## src/rtl/fbpa_pkg.sv

```systemverilog
// Shared types and constants for the fixed block pool allocator.
// Used by every module in rtl/; depends on nothing else.
`default_nettype none

package fbpa_pkg;

	// Pool geometry.
	localparam int NUM_BLOCKS = 1024;
	localparam int IDX_W      = $clog2(NUM_BLOCKS);
	localparam int CNT_W      = 11;
	localparam int SIZE_W     = 13;
	localparam int LIMIT_W    = SIZE_W + CNT_W;
	// A valid offset is below 4096 * NUM_BLOCKS, so it fits in 12 + IDX_W bits.
	localparam int DIV_W      = 12 + IDX_W;
	localparam int DIV_CNT_W  = $clog2(IDX_W + 1);
	localparam int OFF_W      = 22;

	localparam logic [SIZE_W-1:0] MIN_BLOCK_BYTES = SIZE_W'(8);
	localparam logic [SIZE_W-1:0] MAX_BLOCK_BYTES = SIZE_W'(4096);

	// Action codes carried on the input tuser.
	localparam logic [1:0] ACT_ALLOC   = 2'd0;
	localparam logic [1:0] ACT_FREE    = 2'd1;
	localparam logic [1:0] ACT_REBUILD = 2'd2;

	// Configuration register indexes.
	localparam logic REG_BLOCK_BYTES = 1'b0;
	localparam logic REG_BLOCK_COUNT = 1'b1;

	typedef enum logic [1:0] {
		ST_OK         = 2'd0,
		ST_FULL       = 2'd1,
		ST_BAD_OFFSET = 2'd2,
		ST_NOTHING    = 2'd3
	} status_t;

	typedef enum logic [3:0] {
		S_INIT,
		S_IDLE,
		S_ALLOC,
		S_ALLOC_POP,
		S_FREE_LIM,
		S_FREE_CHK,
		S_FREE_DIV,
		S_FREE_FIN,
		S_CLEAR,
		S_DONE
	} state_t;

	// Divider status seen by the sequencer.
	typedef struct packed {
		logic             busy;
		logic [IDX_W-1:0] quo;
		logic             rem_nz;
	} div_res_t;

	// Link memory access from the sequencer.
	typedef struct packed {
		logic             we;
		logic [IDX_W-1:0] waddr;
		logic [IDX_W-1:0] wdata;
		logic             re;
		logic [IDX_W-1:0] raddr;
	} ram_req_t;

endpackage

`default_nettype wire

```

## src/rtl/fbpa_divider.sv

```systemverilog
// Restoring divider, one quotient bit per cycle, for block offset checks.
// Depends on fbpa_pkg. The dividend must be below divisor * NUM_BLOCKS.
`default_nettype none

module fbpa_divider (
	input  wire                         clk,
	input  wire                         arst_n,
	input  wire                         start,
	input  wire  [fbpa_pkg::DIV_W-1:0]  dividend,
	input  wire  [fbpa_pkg::SIZE_W-1:0] divisor,
	output fbpa_pkg::div_res_t          res
);

	logic                           busy_q;
	logic [fbpa_pkg::DIV_CNT_W-1:0] cnt_q;
	logic [fbpa_pkg::DIV_W-1:0]     rem_q;
	logic [fbpa_pkg::DIV_W-1:0]     den_q;
	logic [fbpa_pkg::IDX_W-1:0]     quo_q;
	logic                           fits;

	// Trial subtraction of the shifted divisor.
	assign fits = rem_q >= den_q;

	// Control: count down one step per quotient bit.
	always_ff @(posedge clk or negedge arst_n) begin
		if (!arst_n) begin
			busy_q <= 1'b0;
			cnt_q  <= '0;
		end else if (start) begin
			busy_q <= 1'b1;
			cnt_q  <= fbpa_pkg::DIV_CNT_W'(fbpa_pkg::IDX_W);
		end else if (busy_q) begin
			cnt_q  <= cnt_q - fbpa_pkg::DIV_CNT_W'(1);
			busy_q <= cnt_q != fbpa_pkg::DIV_CNT_W'(1);
		end
	end

	// Datapath: remainder, shifted divisor and quotient.
	always_ff @(posedge clk) begin
		if (start) begin
			rem_q <= dividend;
			den_q <= fbpa_pkg::DIV_W'(divisor) << (fbpa_pkg::IDX_W - 1);
			quo_q <= '0;
		end else if (busy_q) begin
			if (fits) begin
				rem_q <= rem_q - den_q;
			end
			quo_q <= {quo_q[fbpa_pkg::IDX_W-2:0], fits};
			den_q <= den_q >> 1;
		end
	end

	assign res.busy   = busy_q;
	assign res.quo    = quo_q;
	assign res.rem_nz = rem_q != '0;

endmodule

`default_nettype wire

```

## config.mk

```make
export PLATFORM = sky130hd
export DESIGN_NAME = fbpa_divider
export DESIGN_NICKNAME = d
export VERILOG_FILES = /design/src/rtl/fbpa_pkg.sv /design/src/rtl/fbpa_divider.sv
export SDC_FILE = /design/constraint.sdc
export NUM_CORES = 1
export LEC_CHECK = 0
export ABC_AREA = 1
export BUFFER_PORTS_ARGS = -buffer_cell sky130_fd_sc_hd__buf_2
export CAP_MARGIN = 5
export CORE_MARGIN = 1
export CORE_UTILIZATION = 63
export DETAILED_ROUTE_END_ITERATION = 12
export PLACE_DENSITY = 0.89
export SLEW_MARGIN = 20
export SYNTH_ARGS = -nofsm -noshare
export SYNTH_HDL_FRONTEND = slang
export SYNTH_SLANG_ARGS = --single-unit
```

## constraint.sdc

```tcl
create_clock -name clk -period 7.75 [get_ports clk]
set_input_delay 0.775 -clock clk [delete_from_list [all_inputs] [get_ports clk]]
set_output_delay 0.775 -clock clk [all_outputs]
set_load 0.05 [all_outputs]
```

==> results.yml <==
outcome:
  outcome: "finished clean"
synthesis:
  async_reset_ff_share_pct: 8.475
  yosysUniqueCellTypes: 36
  synth_area_um2: 3963
  syn_avg_cell_area_um2: 7.179
  ys.flop_type: "edfxtp_1"
  synth_cells: 552
  synth_seq_cells: 59
  synth_fp_nets: 615
  synth_edf_count: 35
  ys_seq_area_share_pct: 39.28
  yosys_warnings: 0
final_layout:
  post-route-util_pct: 73.96
  n_antenna_cell: 0
  area_growth_syn_to_layout_pct: 11.81
  final_nets: 663
  drive_above_1_share_pct: 15.54
cts:
  tritoncts: "done"
  insertion_delay_ns: 0.35
  cts-hold-fix-buffers: 0
  cts_sinks: 59
  postCtsSetupBuffers: 0
  path_clk_slew_ns: 0.07
  cts_buffers: 9
  clockBufferDepth: 2
  cts.repair.resized: 0
  htreeDepth: 3
  cts-root-buf: "clkbuf_8"
route:
  ant_nets: 0
  top_layer: "met4"
  vias: 3753
  dr_wl_met2_um: 4345
  viasPerCell: 5.519
  met1_length_um: 4091
  wire_per_inst_um: 13.85
  drc_errors: 0
  routed_wl_um: 9419
  met3_length_um: 601
  drtPass1Iterations: 5
  drt_iter0_drc: 226
sta:
  finalMaxSlewViolations: 0
  tightest_slew_ns: 1.000
  grt_setup_unrepaired: "no"
  hold_ws_ns: 0.2229
  fmax_mhz: 316.8
  tns_ns: 0
  finalSetupViolations: 0
  fin_crit_ns: 3.157
  skew_ns: 0.005938
  hold_violations: 0
  relSlewSlack_pct: 33.14
  post-route-period-util_pct: 40.73
power:
  power_density_nw_per_um2: 375.0
  ir_drop_mv: 0.2045
  p_leak_uw: 0.002241
grt:
  antenna_found_initial: 0
  grt_overflow: 0
  track_usage_pct: 31.35
  grt_max_degree: 46
  grt_first_pass_wirelength_um: 15360
  grt_pass1_vias: 3447
worst_setup_path:
  worst_path_max_delay_cell: "nor4_1"
  worstSetupStartpointType: "flip-flop"
  path_class: "reg2out"
  worstPathMaxFanout: 2
  path_common_cell: "nor4_1"
  worstPathArrival_ns: 2.38
  end_kind: "output pin"
  cp_slowest_stage_delay_ns: 0.55
  crit_chain: "nor4_1 > nand2_1 > nor4_1 > nand3_1 > buf_2"
  worstPathRequired_ns: 6.97
floorplanning:
  core-area_um2: 5991
  start_util_pct: 66.14
  die_w_um: 81.31
  io_pins: 50
  dieHeight_um: 81.31
  die_area_um2: 6611
  num_rows: 28
placed_design:
  dpl.hpwl_um: 6999
  port_buffers: 49
  gp_congestion: 0.9769
worst_hold_path:
  min_path_type: "in2async"
run:
  max_cap_violations: 0
registers in the layout (all words and copies together), names as in the netlist:
signal and flops:
cnt_q 4, quo_q 10, busy_q 1, den_q 22, rem_q 22
metal layers:
layer	vias to the layer above	GRT usage (%)
met1	1688	39.42
li1	1865	-
met5	-	0
met4	0	16.43
met3	38	4.944
met2	162	51.58
cells by family after synthesis:
logic type	after synthesis	synth area share, %
AND/OR/NAND/NOR	299	33.06
flip-flops	59	39.28
adder cells (fa/ha/maj)	25	8.083
buffers and inverters	107	10.64
XOR/XNOR	2	0.4421
AO/OA/AOI/OAI	60	8.494
final cells by class:
type / instances / area (µm²)
repair buffers: 49 / 245.2
well taps: 75 / 93.84
multi-input cells: 386 / 1984
fillers: 473 / 1560
flip-flops and latches: 59 / 1556
clock buffers: 11 / 162.7
clock inverters: 5 / 31.28
inverters: 95 / 356.6
metrics by stage:
| stage | total power [µW] | setup WS [ns] | instance area, µm² | instances |
|---|---|---|---|---|
| 2_1_floorplan | 1155 | 5.275 | 3963 | 552 |
| 3_3_place_gp | 1327 | 4.575 | 4237 | 664 |
| 3_5_place_dp | 1357 | 4.499 | 4237 | 664 |
| 4_1_cts | 1640 | 4.806 | 4431 | 680 |
| 5_1_grt | 1789 | 4.517 | 4431 | 680 |
| 6_report | 1661 | 4.593 | 4431 | 680 |
worst max-delay path, delay by kind of cell, from the launching register on:
family	cells	cell delay, ns
simple gates	4	1.34
buf+inv	1	0.26
flops	1	0.43
worst paths after layout:
path | start | end | slack (ns) | depth (start not counted)
max | rem_q[15] | res[0] | 4.59 | 5
min | arst_n | cnt_q[2] | 0.22 | 1
max reg2reg | rem_q[0] | rem_q[7] | 4.84 | 14
min reg2reg | quo_q[9] | quo_q[9] | 0.47 | 2
max in group asynchronous | arst_n | cnt_q[1] | 7.40 | 1
min in group clk | quo_q[9] | quo_q[9] | 0.47 | 2
cell usage in the layout, fill, tap and decap left out, types with 5 or more instances in the layout:
| cell type | n |
|---|---|
| dfrtp_1 | 5 |
| nor2_1 | 27 |
| dfxtp_1 | 19 |
| nand3_1 | 34 |
| buf_2 | 49 |
| nor2_2 | 5 |
| edfxtp_1 | 35 |
| a21oi_1 | 14 |
| o22ai_1 | 15 |
| nor4_1 | 5 |
| nand2_2 | 9 |
| nand2_1 | 191 |
| clkbuf_8 | 10 |
| nand3b_1 | 8 |
| o21ai_0 | 25 |
| inv_1 | 90 |
| ha_1 | 24 |
Yosys cell counts (3+ instances only):
cell type / number / area share, %
nor2_2: 5 / 0.79
nor2_1: 27 / 2.6
or2_1: 3 / 0.47
nor3_1: 4 / 0.51
buf_2: 4 / 0.51
a21oi_1: 14 / 1.8
o22ai_1: 15 / 2.4
o21ai_0: 25 / 3.2
dfxtp_1: 19 / 9.6
nand3_1: 34 / 4.3
nor4_1: 5 / 0.79
nand3_2: 3 / 0.76
inv_2: 4 / 0.38
nand4_1: 4 / 0.63
dfrtp_1: 5 / 3.2
nand3b_1: 8 / 1.5
a21oi_2: 3 / 0.66
edfxtp_1: 35 / 27
nand2_2: 9 / 1.4
clkbuf_1: 5 / 0.47
nand2_1: 191 / 18
ha_1: 24 / 7.6
inv_1: 90 / 8.5
power breakdown:
group          internal, µW  leakage [µW]  total (µW)  switching [µW]
combinational           301       0.00156         897             595
sequential              439      0.000581         487            48.1
clock                   144      0.000105         278             133
total                   885       0.00224        1660             777
Power figures use the tool's default switching activity.
